## config.mk

```make
export PLATFORM = sky130hd
export DESIGN_NAME = hmmsr_ram
export DESIGN_NICKNAME = d
export VERILOG_FILES = /design/src/hw/rtl/hmmsr_ram.sv
export SDC_FILE = /design/constraint.sdc
export NUM_CORES = 1
export LEC_CHECK = 0
export ABC_AREA = 1
export BUFFER_PORTS_ARGS = -buffer_cell sky130_fd_sc_hd__buf_4
export CAP_MARGIN = 20
export CORE_MARGIN = 2
export CORE_UTILIZATION = 25
export DETAILED_ROUTE_END_ITERATION = 7
export PLACE_DENSITY = 0.44
export SLEW_MARGIN = 20
export SYNTH_ARGS = -nofsm -noshare
export SYNTH_HDL_FRONTEND = slang
export SYNTH_SLANG_ARGS = --single-unit
```

## constraint.sdc

```tcl
create_clock -name clk_i -period 1.1 [get_ports clk_i]
set_input_delay 0.22 -clock clk_i [delete_from_list [all_inputs] [get_ports clk_i]]
set_output_delay 0.22 -clock clk_i [all_outputs]
set_load 0.05 [all_outputs]
```

## src/hw/rtl/hmmsr_ram.sv

```systemverilog
module hmmsr_ram #(
  parameter int WIDTH  = 8,
  parameter int DEPTH  = 16,
  parameter int ADDR_W = $clog2(DEPTH)
) (
  input  logic              clk_i,
  input  logic              we_i,
  input  logic [ADDR_W-1:0] waddr_i,
  input  logic [WIDTH-1:0]  wdata_i,
  input  logic              re_i,
  input  logic [ADDR_W-1:0] raddr_i,
  output logic [WIDTH-1:0]  rdata_o
);

  logic [WIDTH-1:0] mem_q [DEPTH];
  logic [WIDTH-1:0] rdata_q;

  always_ff @(posedge clk_i) begin
    if (we_i) begin
      mem_q[waddr_i] <= wdata_i;
    end
    if (re_i) begin
      rdata_q <= mem_q[raddr_i];
    end
  end

  assign rdata_o = rdata_q;

endmodule

```

# Word-level counts from Yosys, hierarchy flattened
# Memory sizes are Yosys's and may differ from the RTL's. A register that Yosys moved wholly into a read port is not among the register bits.
# Index checks and enable logic that the tools add are counted.
# classes
shifts	0
mul	0
n_addsub	0
muxes	2
div_mod_pow	0
magnitude_cmp	0
bitwise_logic	0
eq_ne	0
reduce_logical	0
# op_table
op	n
2-to-1 mux 1 bit	2
# word_totals
rom_bits	0
memories	1
mem_bits_rw	128
reg_bits	0
latchBits	0
output_inout_bits	8
word_cells	3
in_bits	19
# mem_list
memory	depth	word_bits	rd	rd_clocked_by_memory_dff	write_ports	line_no	text
mem_q	16	8	1	1	1	15	logic [WIDTH-1:0] mem_q [DEPTH];

# Depth between registers and ports, before layout
# depth
word_depth	2
mapped_depth	8
depth_no_buf	7

# Worst setup path before layout
# No wires, ideal clock.
# synth_path
path_type	input -> register
start	input port waddr_i[3]
end	memory mem_q[4][0], enable pin
slack_ns	-0.071
t_required_ns	0.730
setup_ns	0.370
arrival_ns	0.801
cell_stages	2
path_buffers	0
path_cell_list	nand3b_1 > nor2_1
# synth_lines
item	line_no	text
start, declared	8	input logic [ADDR_W-1:0] waddr_i,
end, declared	15	
# Straight into the memory's write port.

# Worst setup path in the final report
# layout_path
start	register rdata_q[6] (netlist: rdata_o[6]) (read register of mem_q)
end	output port rdata_o[6]
# layout_lines
item	line_no	text
start, declared	16	logic [WIDTH-1:0] rdata_q;
end, declared	12	output logic [WIDTH-1:0] rdata_o
# No word-level cell between the ends.

==> results_dict.tcl <==
set metrics [dict create \
    status "finished, violations left" \
    violations "negative setup slack" \
    hpwlAfterDp_mm 9.88 \
    yosys_warnings 0 \
    power_frac_seq_pct 49.8 \
    start_util_pct 25.7 \
    grt_antenna_before_repair 0 \
    grt_start_max_net_pins 46 \
    busiest_layer "met2" \
    final_common_cell "nand2_1" \
    postSynthAreaPerCell_sq_um 10.6 \
    drtAntennaViolNets 0 \
    post-route-cell-area_sq_um 7540 \
    cts_tree "done" \
    drtPass1Iterations 4 \
    critPathTopFamily "flip-flops" \
    rsz0062_at_grt "true" \
    grt_util_met3_pct 4.13 \
    synth_area_sq_um 5850 \
    viasPerCell 4.20 \
    fmax_mhz 806 \
    met2_usage_pct 20.0 \
    relSlewSlack_pct 72.7 \
    path_buf_inv 1 \
    yosysTopAreaCellShare_pct 69.8 \
    p_leak_nw 3.14 \
    ir_worst_vdd_uv 1060 \
    hold_ws_ps 97.7 \
    p_int_w 0.00900 \
    vias 3906 \
    die_w_um 157 \
    report.final.slew_viol_count 0 \
    setup_ws_ps -141 \
    cp-end-kind "primary output" \
    post_cts.repair.setup_buffers 0 \
    dpl_cell_area_sq_um 6690 \
    wl_per_cell_um 16.5 \
    synth_area_leaders "edfxtp_1, nand2_1, nand3_1" \
    crit_type "reg -> out" \
    cts.path.max_buffers 2 \
    crit_chain "buf_6" \
    cts.clk_slew.worst_paths_ps 60 \
    n_antenna_cell 0 \
    hold_violations 0 \
    grt_overflow_total 0 \
    fillers 2307 \
    detail_route.wirelength_mm 15.3 \
    power_frac_comb_pct 8.9 \
    synth_nets 570 \
    yosys_register_bits 136 \
    p_switching_w 0.00280 \
    ys_types 11 \
    hold_class "in -> reg" \
    routabilityCongestion 0.770 \
    drt_iter0_drc 295 \
    slowest_delay_ps 420 \
    numCtsBuffers 17 \
    fin_skew_ps 5.43 \
    drt_drc_violations_left 0 \
    p_total_w 0.0118 \
    power.density_nw_per_um2 1570 \
    synth_largest_area_cell "edfxtp_1" \
    clkSinkCount 136 \
    fin_crit_sh_pct 113 \
    nNetsFinal 625 \
    core_sq_um 22800 \
    layout_common_cells "nand2_1, edfxtp_1, inv_1, nand3_2" \
    layout_min_cycle_time_ps 1240 \
    port_buffers 26 \
    power_frac_clock_pct 41.2 \
    track_usage_pct 13.2 \
    setup_violations 9 \
    ios 27 \
    syn2layout_area_growth_pct 28.9 \
    grt_pass1_vias 4051 \
    drive_gt1_share_pct 25.4 \
    rows 55 \
    sw_frac_of_total_pct 23.7 \
    synthCells 551 \
    met1_usage_pct 18.1 \
    utilization_pct 33.1 \
    cp.required_ps 880 \
    ys_seq_area_share_pct 69.8 \
    clk_latency_ps 420 \
    slowest_stage "edfxtp_1" \
    root_buffer "clkbuf_16" \
    postCtsHoldBufs 0 \
    drv_cap 0 \
    die_area_sq_um 24600 \
    start_kind "register" \
    critical_path.max_fanout 1 \
    htreeDepth 4 \
    die_h_um 157 \
    grt_pass1_wl_mm 23.4 \
    cp.arrival_ps 1020 \
    tightest_slew_ps 409 \
]
==> stage by stage <==
stage	setup TNS [ps]	setup WS, ps	cells
3_3_place_gp	-20500	-426	900
5_1_grt	-1500	-187	931
3_5_place_dp	-20650	-427	900
4_1_cts	-1050	-166	931
2_1_floorplan	-6080	-70.8	551
6_report	-885	-141	931
==> area by class of cell <==
| cell class | instances | area (sq um) | share of cell area [%] |
|---|---|---|---|
| multi-input cells | 289 | 1550 | 20.6 |
| repair buffers | 60 | 631 | 8.37 |
| clock buffers | 19 | 433 | 5.74 |
| well taps | 313 | 392 | 5.20 |
| inverters | 102 | 383 | 5.08 |
| flip-flops and latches | 136 | 4080 | 54.2 |
| clock inverters | 12 | 62.6 | 0.830 |
==> cells in the mapped netlist <==
cell and count:
buf_2 13, nor2_1 17, buf_1 1, edfxtp_1 136, buf_4 4, nand3_1 97, buf_6 6, nand3b_1 2
inv_1 100, nand2_1 173, inv_2 2
==> power groups by stage <==
stage          Clock, W  Sequential [W]  Combinational [W]
2_1_floorplan         0         0.00606           0.000413
3_3_place_gp          0         0.00598           0.000933
3_5_place_dp          0         0.00598           0.000938
4_1_cts         0.00496         0.00588            0.00100
5_1_grt         0.00520         0.00589            0.00114
6_report        0.00486         0.00588            0.00105
==> timing repair <==
item | CTS | global route
resized for setup | 40 | 36
setup endpoints to repair | 16 | 16
pin swaps | 6 | 24
==> final timing paths <==
check	slack, ps	startpoint	depth (start not counted)	end
setup reg to reg	-20	mem_q[5][3]	6	rdata_o[3]
hold reg to reg	780	mem_q[10][1]	6	rdata_o[1]
hold / removal	100	re_i	1	rdata_o[5]
setup / recovery	-140	rdata_o[6]	1	rdata_o[6]
==> cells by family after synthesis <==
kind of cell           synth area share, %
AND/OR/NAND/NOR                       20.8
buffers and inverters                 9.39
flip-flops                            69.8
==> registers in the layout, indices dropped and copies added (netlist names) <==
register,flops
mem_q,128
rdata_o,8
==> layer usage <==
metal | vias up | wire length, um
met4 | 0 | 257
met2 | 90 | 6870
met3 | 20 | 882
met1 | 1905 | 7320
met5 | - | 0
li1 | 1891 | -
Note: power is estimated with default switching activity, not from simulation.
