$ cat src/hw/rtl/hmmsr_pkg.sv
package hmmsr_pkg;

  localparam int DEF_SERIES       = 4;
  localparam int DEF_WINDOW_HOURS = 24;

  // Number of key registers that exist in the register map.
  localparam int KEY_REGS   = 4;
  localparam int CFG_IDX_W  = 3;

  localparam int TS_W    = 32;
  localparam int HOUR_W  = 21;
  localparam int VAL_W   = 32;
  localparam int SUM_W   = 48;
  localparam int CNT_W   = 16;
  localparam int DIV_W   = 12;
  localparam int MAG_W   = 32;
  localparam int SHIFT_W = 6;
  localparam int WORD_W  = 2 * VAL_W + SUM_W + CNT_W;

  localparam logic [TS_W-1:0]  CLOCK_FLOOR   = 32'd1000000000;
  localparam logic [DIV_W-1:0] SECS_PER_HOUR = 12'd3600;
  localparam logic [CNT_W-1:0] CNT_MAX       = 16'hFFFF;
  localparam logic signed [SUM_W:0] SUM_HI   = 49'sh0_7FFF_FFFF_FFFF;
  localparam logic signed [SUM_W:0] SUM_LO   = -49'sh0_8000_0000_0000;

  // Seconds to hours: the quotient is (ts * ceil(2^43 / 3600)) >> 43, exact for
  // every 32-bit timestamp.
  localparam logic [MAG_W-1:0] HOUR_MAGIC = 32'd2443359173;
  localparam int               HOUR_SHIFT = 43;
  // Hours to ring slots: ceil(2^27 / WINDOW_HOURS) is exact for 21-bit hours
  // and any window of up to 64 hours.
  localparam int               SLOT_SHIFT = 27;

  localparam logic [2:0] ST_STORED  = 3'd0;
  localparam logic [2:0] ST_INVALID = 3'd1;
  localparam logic [2:0] ST_UNKNOWN = 3'd2;
  localparam logic [2:0] ST_OUTSIDE = 3'd3;
  localparam logic [2:0] ST_RECORD  = 3'd4;

  localparam logic OP_ADD  = 1'b0;
  localparam logic OP_READ = 1'b1;

  typedef enum logic [3:0] {
    S_IDLE,
    S_LOOK,
    S_DIVH,
    S_DIVM,
    S_CLR,
    S_CHK,
    S_FOLD,
    S_QRD,
    S_QDAT
  } state_e;

  typedef struct packed {
    logic               start;
    logic [TS_W-1:0]    dividend;
    logic [MAG_W-1:0]   magic;
    logic [SHIFT_W-1:0] shift;
    logic [DIV_W-1:0]   divisor;
  } div_req_t;

  typedef struct packed {
    logic             done;
    logic [TS_W-1:0]  quot;
    logic [DIV_W-1:0] rem;
  } div_rsp_t;

endpackage

$ cat src/hw/rtl/hmmsr_div.sv
module hmmsr_div import hmmsr_pkg::*; (
  input  logic     clk_i,
  input  logic     rst_ni,
  input  div_req_t req_i,
  output div_rsp_t rsp_o
);

  logic                  quot_step_q;
  logic                  rem_step_q;
  logic                  done_q;
  logic [TS_W-1:0]       dvd_q;
  logic [MAG_W-1:0]      mag_q;
  logic [SHIFT_W-1:0]    shift_q;
  logic [DIV_W-1:0]      dvs_q;
  logic [TS_W-1:0]       quot_q;
  logic [DIV_W-1:0]      rem_q;
  logic [TS_W-1:0]       mul_a;
  logic [MAG_W-1:0]      mul_b;
  logic [TS_W+MAG_W-1:0] prod;

  // One multiplier serves both steps: first the dividend times the scaled
  // reciprocal, then the quotient times the divisor to recover the remainder.
  assign mul_a = rem_step_q ? quot_q : dvd_q;
  assign mul_b = rem_step_q ? MAG_W'(dvs_q) : mag_q;
  assign prod  = {{MAG_W{1'b0}}, mul_a} * {{TS_W{1'b0}}, mul_b};

  always_ff @(posedge clk_i or negedge rst_ni) begin
    if (!rst_ni) begin
      quot_step_q <= 1'b0;
      rem_step_q  <= 1'b0;
      done_q      <= 1'b0;
    end else begin
      quot_step_q <= req_i.start;
      rem_step_q  <= quot_step_q;
      done_q      <= rem_step_q;
    end
  end

  always_ff @(posedge clk_i) begin
    if (req_i.start) begin
      dvd_q   <= req_i.dividend;
      mag_q   <= req_i.magic;
      shift_q <= req_i.shift;
      dvs_q   <= req_i.divisor;
    end
    if (quot_step_q) begin
      quot_q <= TS_W'(prod >> shift_q);
    end
    if (rem_step_q) begin
      rem_q <= DIV_W'(dvd_q - prod[TS_W-1:0]);
    end
  end

  assign rsp_o.done = done_q;
  assign rsp_o.quot = quot_q;
  assign rsp_o.rem  = rem_q;

endmodule

$ cat config.mk
export PLATFORM = sky130hd
export DESIGN_NAME = hmmsr_div
export DESIGN_NICKNAME = d
export VERILOG_FILES = /design/src/hw/rtl/hmmsr_pkg.sv /design/src/hw/rtl/hmmsr_div.sv
export SDC_FILE = /design/constraint.sdc
export NUM_CORES = 2
export LEC_CHECK = 0
export ABC_AREA = 0
export BUFFER_PORTS_ARGS = -buffer_cell sky130_fd_sc_hd__buf_2
export CELL_PAD_IN_SITES_DETAIL_PLACEMENT = 0
export CELL_PAD_IN_SITES_GLOBAL_PLACEMENT = 1
export CORE_AREA = 8 8 401 403
export CTS_CLUSTER_SIZE = 8
export DETAILED_ROUTE_END_ITERATION = 10
export DIE_AREA = 0 0 409 411
export PLACE_DENSITY = 0.5
export SLEW_MARGIN = 20
export SYNTH_ARGS = -nofsm -noshare
export SYNTH_HDL_FRONTEND = slang
export SYNTH_SLANG_ARGS = --single-unit
export TNS_END_PERCENT = 30
$ cat constraint.sdc
create_clock -name clk_i -period 13.8 [get_ports clk_i]
set_clock_uncertainty 0.05 [all_clocks]
set_input_delay 1.38 -clock clk_i [delete_from_list [all_inputs] [get_ports clk_i]]
set_output_delay 1.38 -clock clk_i [all_outputs]
set_load 0.1 [all_outputs]
=== Yosys cells after proc, flatten, opt, wreduce, memory -nomap -nowiden ===
Index checks and enable logic that the tools add are counted.

* Add/subtract/negate cells: 1
* Mux-type cells: 2
* Shifts and indexed selects: 1
* $mul: 1

{| class="wikitable"
|+ Operator list
! kind !! number
|-
| 32-bit by 32-bit multiplier with 64-bit output || 1
|-
| 32-bit two-way mux || 2
|-
| 64-bit by 6-bit right shift with 32-bit output || 1
|-
| 12-bit subtractor || 1
|}

* Input port bits: 85
* Output and inout bits: 45
* Bits in registers: 129
* Logic and storage cells: 14

=== Logic depth before layout (Yosys ltp) ===
* Word-level depth: 3
* Mapped depth: 33
* Gate-level depth less buffers: 30

=== Least setup slack after synthesis ===
Ideal clock, no wire load.

* Path type: register -> register
* Start: reg rem_step_q
* End: reg quot_q[1], data pin
* Arrival time: 9.588 ns
* Setup slack: 3.908 ns
* Stages on the path, launching flop included: 28
* Path buffers: 5
* Cells stage by stage: dfrtp_1 -> clkbuf_1 -> clkbuf_1 -> buf_1 -> buf_1 -> mux2i_1 -> nor2_1 -> fa_1 -> inv_1 -> fa_1 -> fa_1 -> fa_1 -> fa_1 -> fa_1 -> fa_1 -> fa_1 -> inv_1 -> ha_1 -> clkbuf_1 -> nand4_1 -> or4_1 -> a21oi_1 -> o2111a_1 -> nor2_1 -> mux4_2 -> a221o_1 -> o211ai_1 -> a2bb2o_4

* Longest elaborated chain between the ends: 3
* Elaborated cells between the ends (all ways): 4
* Those cells by class: 1 x mul; 1 x shift; 2 x mux

{| class="wikitable"
|+ Ends and longest elaborated chain
! what !! RTL line !! RTL
|-
| from (decl) || hmmsr_div.sv:9 || <nowiki>logic rem_step_q;</nowiki>
|-
| from (signal assigned) || hmmsr_div.sv:34 || <nowiki>rem_step_q <= quot_step_q;</nowiki>
|-
| 32-bit two-way mux, on equally long branches || hmmsr_div.sv:23, hmmsr_div.sv:24 ||
|-
| 32-bit by 32-bit multiplier with 64-bit output (*) || hmmsr_div.sv:25 || <nowiki>assign prod = {{MAG_W{1'b0}}, mul_a} * {{TS_W{1'b0}}, mul_b};</nowiki>
|-
| 64-bit by 6-bit right shift with 32-bit output (*) || hmmsr_div.sv:47 || <nowiki>quot_q <= TS_W'(prod >> shift_q);</nowiki>
|-
| to (signal assigned) || hmmsr_div.sv:47 ||
|-
| to (decl) || hmmsr_div.sv:15 || <nowiki>logic [TS_W-1:0] quot_q;</nowiki>
|}

Mark *: on every way between the ends. The rest lies on a longest branch, timed or not.
A chain may end at the register's enable or synchronous reset.

=== Worst setup path in the final report ===
* Start: reg rem_step_q
* End: reg quot_q[29], data pin

The elaborated chain is that of the path after synthesis.

==> results.ini <==
[floorplan]
die_width_um=409
ios=130
core_area_um2=155000
die-height_um=411
die_area_um2=168000
start_util=0.277
rows=145

[cells_and_area]
register_area_um2=3860
synthToLayoutAreaGrowth_pct=7.88
drive_gt1_frac=0.0808
stdcell_count=6692
num-nets-final=5871
multiInputGateArea_um2=35900
num-fill-cells=16400
utilization=0.299

[timing]
period_share=0.844
slew_headroom=0.209
setup_ws_ns=2.16
drv_slew=0
final-hold-violation-count=0
fin_crit_ns=11.64
timing.fmax_mhz=85.9
tightest_slew_ns=1.18
setup_viol=0
finalSetupTns_ns=0
rsz0062_at_grt=false

[synthesis]
yosys_warnings=0
yosys_most_used_dff=edfxtp_1
synthDominantCellAreaShare=0.418
ys_ff_latch=129
synthArstFlopShare=0.0233
synth-seq-area-share=0.0899
postSynthCellCount=4680
syn_area_um2=42900
synth.distinct_cells=97
synth_edf_count=126
synth.avg_cell_area_um2=9.17
synth_top_area_cell=fa_1
ys_top_cells_by_area=fa_1 42%, edfxtp_1 8.8%, ha_1 8.0%
synth_nets=5936

[detailed_routing]
drtIter0Drc=2715
wl_um=173000
routedWlPerCell_um=25.9
dr.pass1.iters=5
vias_per_cell=5.18
vias=34700
ant_nets=0
drc=0

[clock_tree]
cts_hold_buf=0
cts_tree=done
cts_buffers=17
clk_pin_slew_ns=0.10
cts_setup_buffers=0
cts-resized-gates=0
clock_latency_ns=0.57
clock_sinks=129
cts-root-buf=clkbuf_16
htreeDepth=4
clockBufferDepth=2

[critical_path]
cp_max_fo=35
endpoint_kind=flop
critPathKind=flop to flop
required_ns=14.02
critPathLaunchType=flop
cp.arrival_ns=11.87

[status]
outcome=finished clean

[global_route]
grt_pass1_wl_um=261000
grt_pass1_vias=37200
grtUsageTotal=0.207
grt_max_degree=81
antenna_found_initial=13
overflow=0

[placed_design]
dp_cells=6654
gp_congestion=0.913
dp_slack_ns=2.20
place_hpwl_um=146000
portBuffers=129

[flow_run]
maxCapViolations=0

[worst_hold_path]
min_path_type=flop to flop

-- cell usage in the layout (no fill, tap or decap), types with 53 or more instances in the layout --
cell,synthesis,final
o21ai_0,93,93
buf_2,17,128
a21oi_1,150,150
a21o_1,63,63
buf_4,1,86
nor2_1,221,218
nand2_1,871,871
edfxtp_1,126,126
fa_1,897,897
ha_1,274,274
mux2i_1,55,53
and2_1,281,281
inv_1,563,561
-- flip-flops by register name, indices dropped and copies added (netlist names) --
signal / cells
rem_step_q: 1
quot_q: 32
dvs_q: 12
shift_q: 6
quot_step_q: 1
done_q: 1
mag_q: 32
rem_q: 12
dvd_q: 32
-- cells by family (layout without fill, tap and decap cells) --
group,count (synthesis),in the layout,share of synthesized area
AND/OR/NAND/NOR,1652,1652,0.176
adder cells (fa/ha/maj),1171,1171,0.498
flip-flops,129,129,0.0899
AO/OA/AOI/OAI,698,698,0.116
buffers and inverters,864,812,0.0764
XOR/XNOR,62,62,0.0127
other,0,6,0
multiplexers,104,104,0.0308
-- per-layer routing --
layer	GRT usage	wire length, um
met1	0.304	83600
met3	0.0406	10700
met4	0.0417	3130
met2	0.315	75700
met5	0	0
-- metrics by stage --
| step | hold slack, ns | cell area, um^2 |
|---|---|---|
| CTS | 0.478 | 46300 |
| global route | 0.528 | 46300 |
| floorplan | 0.604 | 42900 |
| detailed placement | 0.490 | 45700 |
| finish | 0.513 | 46300 |
| global placement | 0.496 | 45700 |
-- layout make-up --
cell class / count / area share
inverters: 564 / 0.0457
diodes: 6 / 0.000324
well taps: 2058 / 0.0556
multi-input cells: 3687 / 0.775
clock buffers: 18 / 0.00927
flip-flops and latches: 129 / 0.0834
repair buffers: 216 / 0.0286
clock inverters: 14 / 0.00230
-- path summary, 6_finish.rpt --
kind	from	endpoint	slack, ns	depth (start not counted)
setup reg to reg	rem_step_q$_DFF_PN0_	quot_q[29]$_DFFE_PP_	2.16	25
hold / removal	quot_step_q$_DFF_PN0_	rem_step_q$_DFF_PN0_	0.51	0
max in group asynchronous	rst_ni	quot_step_q$_DFF_PN0_	12.85	1
min in group asynchronous	rst_ni	rem_step_q$_DFF_PN0_	0.62	1
setup / recovery	rem_step_q$_DFF_PN0_	quot_q[29]$_DFFE_PP_	2.16	25
hold reg to reg	quot_step_q$_DFF_PN0_	rem_step_q$_DFF_PN0_	0.51	0
-- critical path, stage by stage (launching register included) --
cell and delay [ns]:
dfrtp_4 0.70, buf_12 0.29, nor2b_2 0.81, a21o_1 0.53, nand2_1 0.17, fa_1 0.54, fa_1 0.54, fa_1 0.57
fa_1 0.44, fa_1 0.64, fa_1 0.45, fa_1 0.51, fa_1 0.54, inv_1 0.06, ha_1 0.51, nand2_1 0.12
o21ai_1 0.80, a21bo_2 0.32, nor2_1 0.12, nor2_1 0.39, a21oi_1 0.24, o311ai_1 0.85, a221oi_1 0.35, o2bb2ai_1 0.20
a221oi_1 0.40, o22ai_1 0.16
-- cells in the mapped netlist (39+ instances only) --
cell type    n
o21ai_0     93
nand3_1     42
fa_1       897
clkbuf_1   256
nor2_1     221
nand4_1     52
ha_1       274
mux2i_1     55
inv_1      563
xnor2_1     39
nor3_1      46
a21o_1      63
and2_1     281
edfxtp_1   126
a21oi_1    150
o211ai_1    41
nand2_1    871
Power is not shown: default switching activity piles up to over one toggle a cycle in this logic, so the estimate is an artifact.
